--- src/sv/segmented_bitmap_allocator_core_defines.svh ---
`ifndef SEGMENTED_BITMAP_ALLOCATOR_CORE_DEFINES_SVH
`define SEGMENTED_BITMAP_ALLOCATOR_CORE_DEFINES_SVH

// Concurrent check that is switched off while reset is high.
`define SBA_ASSERT_RST(label, clk, rst, prop, msg) \
   label: assert property (@(posedge clk) disable iff (rst) prop) else $error(msg);

// Concurrent check that holds on every clock edge, reset included.
`define SBA_ASSERT(label, clk, prop, msg) \
   label: assert property (@(posedge clk) prop) else $error(msg);

`endif

--- src/sv/sba_pkg.sv ---
`default_nettype none

package sba_pkg;

   localparam logic CMD_ALLOC = 1'b0;
   localparam logic CMD_FREE  = 1'b1;

   localparam logic [1:0] ST_OK    = 2'd0;
   localparam logic [1:0] ST_FULL  = 2'd1;
   localparam logic [1:0] ST_RANGE = 2'd2;

   // Width of the slice of a segment bitmap that the search unit examines per cycle.
   localparam int CHUNK_W  = 64;
   localparam int CHUNK_AW = 6;

   typedef struct packed {
      logic       command;
      logic [3:0] segment;
      logic [7:0] index;
   } req_type;

   typedef struct packed {
      logic [1:0] status;
      logic [3:0] out_segment;
      logic [7:0] out_index;
   } rsp_type;

   typedef struct packed {
      logic                found;
      logic [CHUNK_AW-1:0] pos;
   } ffz_res_type;

endpackage

`default_nettype wire

--- src/sv/sba_ffz.sv ---
`default_nettype none

module sba_ffz import sba_pkg::*; (
   input  wire logic [CHUNK_W-1:0] chunk,
   output ffz_res_type             res
);

   // Lowest clear bit wins, so walk from the top down and let lower hits overwrite.
   always_comb begin
      res.found = ~&chunk;
      res.pos   = '0;
      for (int i = CHUNK_W - 1; i >= 0; i--) begin
         if (!chunk[i]) begin
            res.pos = CHUNK_AW'(i);
         end
      end
   end

endmodule

`default_nettype wire
--- config.mk ---
export PLATFORM = sky130hd
export DESIGN_NAME = sba_ffz
export DESIGN_NICKNAME = d
export VERILOG_FILES = /design/src/sv/segmented_bitmap_allocator_core_defines.svh /design/src/sv/sba_pkg.sv /design/src/sv/sba_ffz.sv
export SDC_FILE = /design/constraint.sdc
export NUM_CORES = 1
export LEC_CHECK = 0
export BUFFER_PORTS_ARGS = -buffer_cell sky130_fd_sc_hd__buf_4
export CORE_MARGIN = 8
export CORE_UTILIZATION = 36
export DETAILED_ROUTE_END_ITERATION = 10
export PLACE_DENSITY = 0.92
export SLEW_MARGIN = 25
export SYNTH_ARGS = -nofsm -noshare
export SYNTH_HDL_FRONTEND = slang
export SYNTH_SLANG_ARGS = --single-unit
--- constraint.sdc ---
create_clock -name vclk -period 1.55
set_clock_uncertainty 0.05 [all_clocks]
set_input_delay 0.31 -clock vclk [all_inputs]
set_output_delay 0.31 -clock vclk [all_outputs]
set_load 0.02 [all_outputs]
# ---- Yosys cells after proc, flatten, opt, wreduce, memory -nomap -nowiden
# Index checks and enable logic that the tools add are counted.
dict set report op_classes {
  mux 64
  reduce_logical 2
}
# operator n
set ops {}
lappend ops {{$mux 6} 64}
lappend ops {{$reduce_and 64->1} 1}
lappend ops {{$logic_not 1->1} 1}
dict set report totals {
  ff_bits 0
  in_bits 64
  output_inout_bits 7
  word_cells 66
}

# ---- Longest topological paths before layout
dict set report logic_depth {
  ltp_word 64
  depth_mapped 6
  ltp_nobuf 6
}

# ---- Least setup slack after synthesis
# No wires, ideal clock.
dict set report synth_timing {
  kind {in2out}
  startpoint {in chunk[48]}
  endpoint {out res[3] (netlist bit)}
  arrival_ps 1746
  required_ps 1190
  path_slack_ps -556
  path_stages 6
  n_path_buf 0
  cell_sequence {nand4_1 > or2_0 > nor2_1 > o21ai_1 > a311o_1 > a311oi_1}
}
# element line_no
set synth_rtl {}
lappend synth_rtl {{start, declared} sba_ffz.sv:4} ;# input wire logic [CHUNK_W-1:0] chunk,
lappend synth_rtl {{end, declared} sba_ffz.sv:5} ;# output ffz_res_type res

==> metrics.md <==
| Metric | Value |
|---|---|
| Most numerous cell in the Yosys netlist | `nand2_1` |
| Actual slew at the worst max-slew pin | `0.321 ns` |
| Max-cap violations | `0` |
| Sequential share of power | `0%` |
| Clock Power Share | `0%` |
| Number of flip-flops and latches | `0` |
| Via-per-instance ratio | `between 6 and 7` |
| Routed wire length | `5460 um` |
| Share of layout cells above drive strength 1 | `55.7%` |
| Lkg Pwr | `0.920 nW` |
| GRT overflow | `0` |
| DR vias | `1775` |
| Global-route wire length before repair | `7580 um` |
| Dpl cells | `289` |
| RSZ-0062 raised after global routing | `yes` |
| Overall global routing resource usage | `21.9%` |
| Mapped Nets | `211` |
| Max_slew headroom | `~80%` |
| Switching Fraction | `roughly 44%` |
| CTS Hold Bufs | `0` |
| Port Buf Inserts | `71` |
| Pre-Repair DR Iteration Count | `6` |
| Maximum clock frequency | `0.472 GHz` |
| Final hold vios | `0` |
| Sw power | `0.189 mW` |
| CP Buf/Inv Count | `2` |
| Post-Layout Cell Count | `290` |
| Final setup fails | `7` |
| Dpl hpwl | `3600 um` |
| CP max stage cell | `a311o_1` |
| Area of the die | `slightly below 0.004 mm^2` |
| FP Rows | `17` |
| Worst Hold Path Cells | `5` |
| Crit-path max cell delay | `0.32 ns` |
| Final Util | `90.9%` |
| Unique masters post-synth | `31` |
| Placer congestion estimate | `0.892` |
| Die X | `~63 um` |
| Cell count after synthesis | `147` |
| Dpl cell area | `0.00171 mm^2` |
| Top cells by count, synth | `nand2_1 (28), nor2_1 (16), nand4_1 (14), o21ai_0 (14), inv_1 (11)` |
| Initial antenna violation count | `0` |
| Crit path cell chain | `buf_6 -> nand4_1 -> or2_1 -> nor2_1 -> o21ai_1 -> a311o_1 -> a311oi_4 -> buf_6` |
| Routed wire per std cell | `18.8 um` |
| Most used cell, CP | `buf_6` |
| Pwr Density | `219 mW/mm^2` |
| Comb pwr share | `100.0%` |
| Design internal power | `between 0.2 and 0.25 mW` |
| Synth top area share | `13.3%` |
| CP required | `between 1 and 1.5 ns` |
| WS Path Type | `input pin to primary output` |
| Largest area contributor in the netlist | `nand2_1` |
| Max Slew Vio Count | `0` |
| Clock buffer cells | `0` |
| CP top delay family | `compound AO/OA/AOI/OAI gates` |
| Crit-path max FO | `2` |
| Largest net degree at the start of global routing | `6` |
| Reg area | `0 um^2` |
| Run status | `complete, but fails checks` |
| Worst Slack Setup Final | `-0.567 ns` |
| CP arrival | `approximately 1.8 ns` |
| Total core area | `between 0.002 and 0.0025 mm^2` |
| Fin area | `between 0.0015 and 0.002 mm^2` |
| Failing checks | `negative setup slack` |
| Sequential-to-total area share from yosys stat | `0%` |
| Yosys Warn Count | `0` |
| Synth Cell Area | `790 um^2` |
| Minimum clock period | `2.12 ns` |
| Crit. End Element | `primary output` |
| CP Launch Type | `input pin` |
| Residual DRC | `0` |
| Vias in the first global route | `1759` |
| Fin nets | `328` |
| Peak supply drop | `0.191 mV` |
| DRT antenna net count | `0` |
| Area contributors post-synth | `nand2_1 (13%), nand4_1 (11%), o21ai_0 (8.9%)` |
| Synthesized area per cell | `5.37 um^2` |
| Final period util | `137%` |
| Iter 0 DRT Violations | `approximately 160` |
| WP depth | `8` |
| IO Count | `71` |
| Starting density of the core | `36.8%` |
| Area Growth Syn to Fin | `147%` |
| Hold Crit Class | `input pin to primary output` |
| # diodes | `0` |
| Die span in y | `~63 um` |
per-stage QoR:
step                power (mW)  setup WS, ns  setup TNS, ns  hold WS [ns]
floorplan               0.0889        -0.197         -0.210         0.777
global placement         0.340        -0.395          -1.72          1.00
detailed placement       0.352        -0.471          -1.86          1.00
CTS                      0.386        -0.443          -1.44          1.01
global route             0.454        -0.613          -2.45          1.04
finish                   0.428        -0.567          -1.84          1.01
worst min-delay path, stage by stage:
cell       delay [ns]
buf_4            0.10
a2bb2oi_1        0.05
o31ai_1          0.06
a21o_1           0.10
buf_6            0.11
cells by family after synthesis:
family | Yosys count | synth area share (%)
AOI/OAI and AO/OA | 49 | 39.8
buffers and inverters | 11 | 5.23
and+or+nand+nor | 87 | 55.0
area by class of cell:
class	instances	area [um^2]
Multi-Input combinational cell	136	912
Inverter	11	41.3
Fill cell	96	195
Tap cell	28	35.0
Timing Repair Buffer	115	965
worst paths after layout:
kind | slack, ns | end | start
max | -0.57 | res[3] | chunk[51]
min | 1.01 | res[0] | chunk[0]
per-layer routing:
layer / part of all wire, % / global-route usage [%] / vias to the layer above / wire length, um
met5: 0 / 0 / - / 0
met4: 4.9 / 7.12 / 0 / 269
met3: 8.3 / 4.84 / 33 / 453
met2: 48 / 41.3 / 139 / 2640
met1: 38 / 23.3 / 811 / 2090
li1: - / - / 792 / -
timing repair:
item                                    4_1_cts  5_1_grt
setup buffers                                 1        0
gates resized for setup                      44       22
endpoints found under the setup margin        7        7
pin swaps                                    27       15
power groups by stage:
stage	clock, mW	combinational [mW]	sequential, mW
4_1_cts	0	0.386	0
3_3_place_gp	0	0.340	0
2_1_floorplan	0	0.0889	0
3_5_place_dp	0	0.352	0
5_1_grt	0	0.454	0
6_report	0	0.428	0
cell usage in the layout (no fill, tap or decap), types with 4 or more instances in the layout:
master     n
o21ai_1    4
buf_6     21
inv_1     11
nand2_1   23
a21oi_1    5
a31oi_1    4
buf_4     91
nor2_1    11
nand4_1   14
nand3_1    9
o21ai_0   10
a211oi_2   4
nor2_2     4
Power figures use the tool's default switching activity.
