$ cat src/sv/segmented_bitmap_allocator_core_defines.svh
`ifndef SEGMENTED_BITMAP_ALLOCATOR_CORE_DEFINES_SVH
`define SEGMENTED_BITMAP_ALLOCATOR_CORE_DEFINES_SVH

// Concurrent check that is switched off while reset is high.
`define SBA_ASSERT_RST(label, clk, rst, prop, msg) \
   label: assert property (@(posedge clk) disable iff (rst) prop) else $error(msg);

// Concurrent check that holds on every clock edge, reset included.
`define SBA_ASSERT(label, clk, prop, msg) \
   label: assert property (@(posedge clk) prop) else $error(msg);

`endif

$ cat src/sv/sba_ram.sv
`default_nettype none

module sba_ram #(
   parameter int WIDTH = 8,
   parameter int DEPTH = 16,
   parameter int AW    = (DEPTH > 1) ? $clog2(DEPTH) : 1
) (
   input  wire logic             clock,
   input  wire logic             wr_en,
   input  wire logic [AW-1:0]    wr_addr,
   input  wire logic [WIDTH-1:0] wr_data,
   input  wire logic             rd_en,
   input  wire logic [AW-1:0]    rd_addr,
   output logic      [WIDTH-1:0] rd_data
);

   logic [WIDTH-1:0] mem_ff [DEPTH];

   always_ff @(posedge clock) begin
      if (wr_en) begin
         mem_ff[wr_addr] <= wr_data;
      end
      if (rd_en) begin
         rd_data <= mem_ff[rd_addr];
      end
   end

endmodule

`default_nettype wire

$ cat config.mk
export PLATFORM = sky130hd
export DESIGN_NAME = sba_ram
export DESIGN_NICKNAME = d
export VERILOG_FILES = /design/src/sv/segmented_bitmap_allocator_core_defines.svh /design/src/sv/sba_ram.sv
export SDC_FILE = /design/constraint.sdc
export NUM_CORES = 1
export LEC_CHECK = 0
export ABC_AREA = 1
export BUFFER_PORTS_ARGS = -buffer_cell sky130_fd_sc_hd__buf_4
export CAP_MARGIN = 20
export CORE_ASPECT_RATIO = 0.5
export CORE_MARGIN = 8
export CORE_UTILIZATION = 59
export DETAILED_ROUTE_END_ITERATION = 8
export HOLD_SLACK_MARGIN = 0.03
export PLACE_DENSITY_LB_ADDON = 0.08
export SETUP_SLACK_MARGIN = 0.3
export SLEW_MARGIN = 25
export SYNTH_ARGS = -nofsm -noshare
export SYNTH_HDL_FRONTEND = slang
export SYNTH_SLANG_ARGS = --single-unit
$ cat constraint.sdc
create_clock -name clock -period 1.3 [get_ports clock]
set_input_delay 0.13 -clock clock [delete_from_list [all_inputs] [get_ports clock]]
set_output_delay 0.13 -clock clock [all_outputs]
set_load 0.01 [all_outputs]
======== Yosys cells after proc, flatten, opt, wreduce, memory -nomap -nowiden ========
Memory sizes are Yosys's and may differ from the RTL's. A register that Yosys moved wholly into a read port is not among the register bits.
Index checks and enable logic that the tools add are counted.
storage, ports and cells
  memories kept ........................... 1
  word-level logic and storage cells ...... 3
  output and inout port bits .............. 8
  input port bits ......................... 19
  bits in writable memories ............... 128
  latch bits .............................. 0
  memory bits (read-only) ................. 0
  register bits ........................... 0
memories
  memory  depth  width  rd ports  clocked after memory_dff  write ports  RTL line       source
  mem_ff  16     8      1         1                         1            sba_ram.sv:17  logic [WIDTH-1:0] mem_ff [DEPTH];
operators by class
  $mul .................................... 0
  $lt $le $gt $ge ......................... 0
  reductions and logical operators ........ 0
  bitwise gates (word level) .............. 0
  divide/modulo/power cells ............... 0
  add/sub/neg operators ................... 0
  multiplexer cells ....................... 2
  equality and inequality tests ........... 0
  shift-type cells ........................ 0
operators by type and width
  cell              number
  1-bit 2-to-1 mux  2

======== Logic depth before layout (Yosys ltp) ========
Gate-level depths: netlist of run 1.
  word-level depth ........................ 2
  gate-level depth with buffers ........... 8
  depth with buffers taken out ............ 7

======== Least setup slack after synthesis of run 1 ========
OpenSTA, ideal clock, no wires.
  kind .................................... input -> register
  start point ............................. input wr_addr[2]
  end point ............................... memory mem_ff[10][0] (enable)
  path buffers ............................ 0
  slack ................................... 219 ps
  required time ........................... 930 ps
  arrival time ............................ 711 ps
  library setup time ...................... 370 ps
  cell stages on the path ................. 2
  cell sequence ........................... nand3b_1 nor2_1
RTL lines
  item             RTL line       source
  start, declared  sba_ram.sv:10  input wire logic [AW-1:0] wr_addr,
  end, declared    sba_ram.sv:17
Straight into the memory's write port.

======== Final worst setup path of run 1 ========
  start point ............................. register rd_data[4], read port of mem_ff
  end point ............................... output rd_data[4]
RTL lines
  item             RTL line       source
  start, declared  sba_ram.sv:14  output logic [WIDTH-1:0] rd_data
No word-level cell between the ends.

==> results of run 1 <==
## metal layers
metal	global-route usage (%)	part of all wire [%]	vias up
li1	-	-	1886
met1	30.8	44	1989
met5	0	0	-
met4	8.66	2.2	0
met2	33.8	44	226
met3	7.00	9.4	34
## cells by family after synthesis
family	after synthesis	synth area share, %
AND/OR/NAND/NOR	289	20.8
flip-flops	136	69.8
buffers and inverters	126	9.39
## through the flow
step	hold slack (ns)	cell area, µm²	utilization (%)	cells
after floorplan	0.229	5860	-	551
after global placement	0.442	6370	66.8	715
after detailed placement	0.444	6370	66.8	715
after CTS	0.0391	7250	76.0	750
after global routing	0.0548	7440	78.0	750
final	0.0478	7440	78.0	750
## worst paths after layout
check | cells past startpoint | endpoint | startpoint | slack (ns)
setup / recovery | 1 | rd_data[4] | rd_data[4] | 0.16
hold / removal | 1 | mem_ff[11][4] | wr_data[4] | 0.05
setup reg to reg | 6 | rd_data[4] | mem_ff[11][4] | 0.20
hold reg to reg | 6 | rd_data[3] | mem_ff[3][3] | 0.74
## final cells by class
| type | instances | area, µm² |
|---|---|---|
| Inverter | 102 | 383 |
| Sequential cell | 136 | 4080 |
| Clock inverter | 14 | 174 |
| Clock buffer | 18 | 429 |
| Multi-Input combinational cell | 289 | 1630 |
| Timing Repair Buffer | 56 | 571 |
| Fill cell | 600 | 2100 |
| Tap cell | 135 | 169 |
## timing repair
action	CTS	global route
endpoints found under the setup margin	16	16
pin swaps	31	35
endpoints found under the hold margin	19	0
hold buffers	3	0
gates resized for setup	51	44
## power by group
part           internal, W  switching (W)  leakage (nW)
combinational     0.000291       0.000529          1.66
clock              0.00303        0.00191         0.285
sequential         0.00494      0.0000364          1.24
total              0.00826        0.00247          3.18
## state kept, by name, summed over array words and instances, names as in the netlist
signal	count
rd_data	8
mem_ff	128
## cells in the final DEF, fill, tap and decap left out, drive strengths merged, types with 3 or more instances in the layout
| cell | instances |
|---|---|
| buf | 53 |
| clkbuf | 18 |
| edfxtp | 136 |
| nand3 | 97 |
| clkinv | 5 |
| clkinvlp | 3 |
| nand2 | 173 |
| dlygate4sd3 | 3 |
| inv | 105 |
| nor2 | 17 |
| bufinv | 3 |
==> results.md, run 1 <==
- Syn nets: 570
- RSZ-0062 raised after global routing: yes
- Ports: 27
- Core Box Area: 9540 µm²
- Flops & latches, synth: 136
- Worst-path cell chain: buf_6
- Layout area overhead: 27.3%
- Die Y: 86.4 µm
- Die Width: 157 µm
- Fin crit share: 87.7%
- Post-DR wirelength/cell: 19.5 µm
- Remaining global-route overflow: 0
- Top post-synthesis cells by area: edfxtp_1 (70%), nand2_1 (11%), nand3_1 (8.3%)
- Root cell of the clock tree: clkbuf_16
- Final Skew: 0.00945 ns
- Hold Fails Final Rpt: 0
- Nature of the critical path endpoint: primary output
- Max-cap violations: 0
- Reg clk slew, reported paths: 0.06 ns
- Worst VDD drop: 1500 µV
- CP delay by family, top: flip-flops
- Largest stage delay on the critical path: 0.44 ns
- Fmax: 0.877 GHz
- Mapped Avg Cell Area: 10.6 µm²
- Detailed placer's ending HPWL: 8770 µm
- Final ANT Viol Nets: 0
- DR vias/cell: 5.51
- Hold/Removal Path Class: in -> reg
- Slowest cell on crit path: edfxtp_1
- First DRT Iteration DRCs: 510
- WP data required: 1.17 ns
- Final setup viols: 0
- Predominant post-synthesis flop cell: edfxtp_1
- Longest Clk Path Bufs: 2
- Synthesized instance count: 551
- Max-slew headroom: 62.2%
- Measured slew at the worst slew-check pin: 0.567 ns
- Place WS: -0.0297 ns
- Port bufs: 26
- Vias: 4135
- EDFF count, synth: 136
- Clock Latency Late Sink: 0.42 ns
- Startpoint Class: flip-flop
- Netlist cell types: 11
- Die Area: 13500 µm²
- CP arrival: 1.01 ns
- Final Power: 0.0107 W
- Initial Utilization: 61.3%
- Initial antenna violation count: 0
- CTS tree: done
- Post-synth top area share: 69.8%
- GPL Wtd Cong: 0.883
- Final #Nets: 621
- Critical Path Fanout Max: 1
- Post-route setup slack: 0.159 ns
- Synth cell count leaders: nand2_1 (173), edfxtp_1 (136), inv_1 (100)
- Status: completed
- GRT Total Usage: 22.7%
- Post-CTS Setup Inserts: 0
- Final wirelength: 14600 µm
- Mapped Area: 5850 µm²
- First-pass GRT wire length: 22300 µm
- Setup Crit Path Kind: reg -> out
- Largest net degree at the start of global routing: 46
- CTS buffer count: 17
- Cell with the most instances after synthesis: nand2_1
- FFs w/ async S/R, synth: 0%
- Drt pass-1 iters: 6
- Most area-hungry cell type in the Yosys netlist: edfxtp_1
- Leakage: 3.18 nW
- Final min period: 1.14 ns
- # diodes: 0
- DRC Markers: 0
- Fin Setup TNS: 0 ns
- Pwr/cell area: 1440 nW/µm²
- Share of layout cells above drive strength 1: 28.5%
- H-tree Lvls: 4
- FP Rows: 25
- Slew Limit Fails: 0
- Sequential share of the synthesized area: 69.8%
- WP buf/inv: 1
- Vias in the first global route: 3965
- CTS sink cnt: 136
- Synth warnings: 0
Power figures use the tool's default switching activity.
==> inputs of run 2 (changes only) <==
--- a/config.mk
+++ b/config.mk
@@ -7,5 +7,4 @@
 export LEC_CHECK = 0
 export ABC_AREA = 1
-export BUFFER_PORTS_ARGS = -buffer_cell sky130_fd_sc_hd__buf_4
 export CAP_MARGIN = 20
 export CORE_ASPECT_RATIO = 0.5
@@ -13,4 +12,5 @@
 export CORE_UTILIZATION = 59
 export DETAILED_ROUTE_END_ITERATION = 8
+export DONT_BUFFER_PORTS = 1
 export HOLD_SLACK_MARGIN = 0.03
 export PLACE_DENSITY_LB_ADDON = 0.08
==> constraint.sdc (replaced) <==
create_clock -name clock -period 1.3 [get_ports clock]
set_input_delay 0.195 -clock clock [delete_from_list [all_inputs] [get_ports clock]]
set_output_delay 0.195 -clock clock [all_outputs]
set_load 0.01 [all_outputs]
==> run 2 against run 1 <==
Against the previous run: the flow now finishes with violations (hold timing); critical path depth fell by 1; clock skew fell by 0.0037 ns; highest routed layer unchanged; total power rose by 1.1%; flip-flop and latch count did not move; critical path type unchanged; non-clock buffer count fell by 29.
==> results.md, run 2 (same netlist as run 1, synthesis figures left out) <==
- Hold/Removal Path Class: in -> reg (unchanged)
- Final min period: 1.11 ns (was 1.14 ns)
- RSZ-0062 raised after global routing: yes (unchanged)
- DRC Markers: 0 (unchanged)
- Final wirelength: 14100 µm (was 14600 µm)
- Largest net degree at the start of global routing: 66 (was 46)
- Remaining global-route overflow: 0 (unchanged)
- Share of layout cells above drive strength 1: 20.3% (was 28.5%)
- Hold Path End: rd_data[7] (was mem_ff[11][4])
- Measured slew at the worst slew-check pin: 0.777 ns (was 0.567 ns)
- Initial antenna violation count: 0 (unchanged)
- Place WS: -0.0145 ns (was -0.0297 ns)
- Commonest non-fill, non-tap cell in the layout: nand2_1 (unchanged)
- Die Area: 13500 µm² (unchanged)
- Fin crit share: 85.4% (was 87.7%)
- First DRT Iteration DRCs: 444 (was 510)
- Max-cap violations: 0 (unchanged)
- Final ANT Viol Nets: 0 (unchanged)
- First-pass GRT wire length: 21400 µm (was 22300 µm)
- Hold Fails Final Rpt: 2 (was 0)
- Port bufs: 0 (was 26)
- Initial Utilization: 61.3% (unchanged)
- WP data required: 1.11 ns (was 1.17 ns)
- Hold slack: -0.0145 ns (was 0.0478 ns)
- Fmax: 0.901 GHz (was 0.877 GHz)
- Drt pass-1 iters: 5 (was 6)
- Top reg by flops: mem_ff (unchanged)
- Vias in the first global route: 3615 (was 3965)
- Nature of the critical path endpoint: primary output (unchanged)
- Hold Path Stages: 2 (was 1)
- Top flop regs: mem_ff (128), rd_data (8) (unchanged)
- Leakage: 3.08 nW (was 3.18 nW)
- CTS tree: done (unchanged)
- CTS sink cnt: 136 (unchanged)
- # diodes: 0 (unchanged)
- H-tree Lvls: 4 (unchanged)
- Setup Crit Path Kind: reg -> out (unchanged)
- Startpoint Class: flip-flop (unchanged)
- Root cell of the clock tree: clkbuf_16 (unchanged)
- Critical Path Fanout Max: 1 (unchanged)
- Final Power: 0.0109 W (was 0.0107 W)
- Die Width: 157 µm (unchanged)
- Reg2Reg Depth: 6 (unchanged)
- Hold_buf cts: 9 (was 3)
- Ports: 27 (unchanged)
- Hold wc startpoint: rd_addr[3] (was wr_data[4])
- Filler instances: 625 (was 600)
- Clock Latency Late Sink: 0.41 ns (was 0.42 ns)
- CP arrival: 0.91 ns (was 1.01 ns)
- Number of flip-flops in the largest register: 128 (unchanged)
- Final setup viols: 0 (unchanged)
- GPL Wtd Cong: 0.813 (was 0.883)
- DR vias/cell: 5.34 (was 5.51)
- Detailed placer's ending HPWL: 8300 µm (was 8770 µm)
- Die Y: 86.4 µm (unchanged)
- Slew Limit Fails: 0 (unchanged)
- Fin util: 75.0% (was 78.0%)
- Final #Nets: 592 (was 621)
- Pwr/cell area: 1520 nW/µm² (was 1440 nW/µm²)
- Longest Clk Path Bufs: 2 (unchanged)
- Post-DR wirelength/cell: 19.5 µm (about the same)
- Reg2Reg Launch Point: mem_ff[1][3] (was mem_ff[11][4])
- Worst VDD drop: 1420 µV (was 1500 µV)
- Commonest cells after routing, fill and taps aside: nand2_1 (165), edfxtp_1 (136), inv_1 (99) (was nand2_1 (167), edfxtp_1 (136), inv_1 (94))
- Status: finished, violations left (was completed)
- Reg clk slew, reported paths: 0.06 ns (about the same)
- Fin Setup TNS: 0 ns (unchanged)
- Reg2reg end: rd_data[3] (was rd_data[4])
- Core Box Area: 9540 µm² (unchanged)
- GRT Total Usage: 21.9% (was 22.7%)
- R2R Setup Slk: 0.19 ns (was 0.20 ns)
- Max-slew headroom: 48.1% (was 62.2%)
- Final Skew: 0.00574 ns (was 0.00945 ns)
- Post-route setup slack: 0.190 ns (was 0.159 ns)
- Layout area overhead: 22.4% (was 27.3%)
- Vias: 3851 (was 4135)
- FP Rows: 25 (unchanged)
- CTS buffer count: 17 (unchanged)
- Failing checks: hold timing
[run 2: per-layer routing]
layer	track usage [%]	routed length, µm	vias to the layer above
li1	-	-	1823
met1	31.2	6090	1810
met2	30.7	6150	203
met3	7.15	1610	15
met4	7.71	210	0
met5	0	0	-
[run 2: repair_timing]
action,in CTS,in global routing
hold endpoints to repair,144,8
buffers inserted,0,0
resized for setup,15,57
endpoints found under the setup margin,16,152
pin swaps,5,32
cloned,0,0
[run 2: report_power, final]
group / internal [W] / switching (W) / total [W]
sequential: 0.00494 / 0.0000486 / 0.00499
clock: 0.00342 / 0.00183 / 0.00526
combinational: 0.000204 / 0.000401 / 0.000605
[run 2: worst max-delay path by stage]
stage | from | end | slack [ns] | cells past startpoint
finish | rd_data[0] | rd_data[0] | 0.19 | 0
global route | mem_ff[9][6] | rd_data[6] | 0.14 | 6
CTS | rd_data[0] | rd_data[0] | 0.18 | 0
detailed placement | rd_addr[1] | rd_data[7] | -0.01 | 5
global placement | rd_addr[0] | rd_data[0] | -0.02 | 7
floorplan | wr_addr[0] | mem_ff[0][0] | 0.18 | 3
[run 2: area by class of cell]
type                            instances  area [µm²]  area share (%)
Sequential cell                       136        4080            57.0
Multi-Input combinational cell        289        1550            21.6
Clock buffer                           18         429            5.99
Inverter                              102         383            5.35
Timing Repair Buffer                   27         323            4.51
Clock inverter                         14         223            3.11
Tap cell                              135         169            2.36
[run 2: stage by stage]
step                      cells  cell area, µm²
final                       721            7160
after global routing        721            7160
after CTS                   721            6900
after detailed placement    680            6090
after global placement      680            6090
after floorplan             551            5910
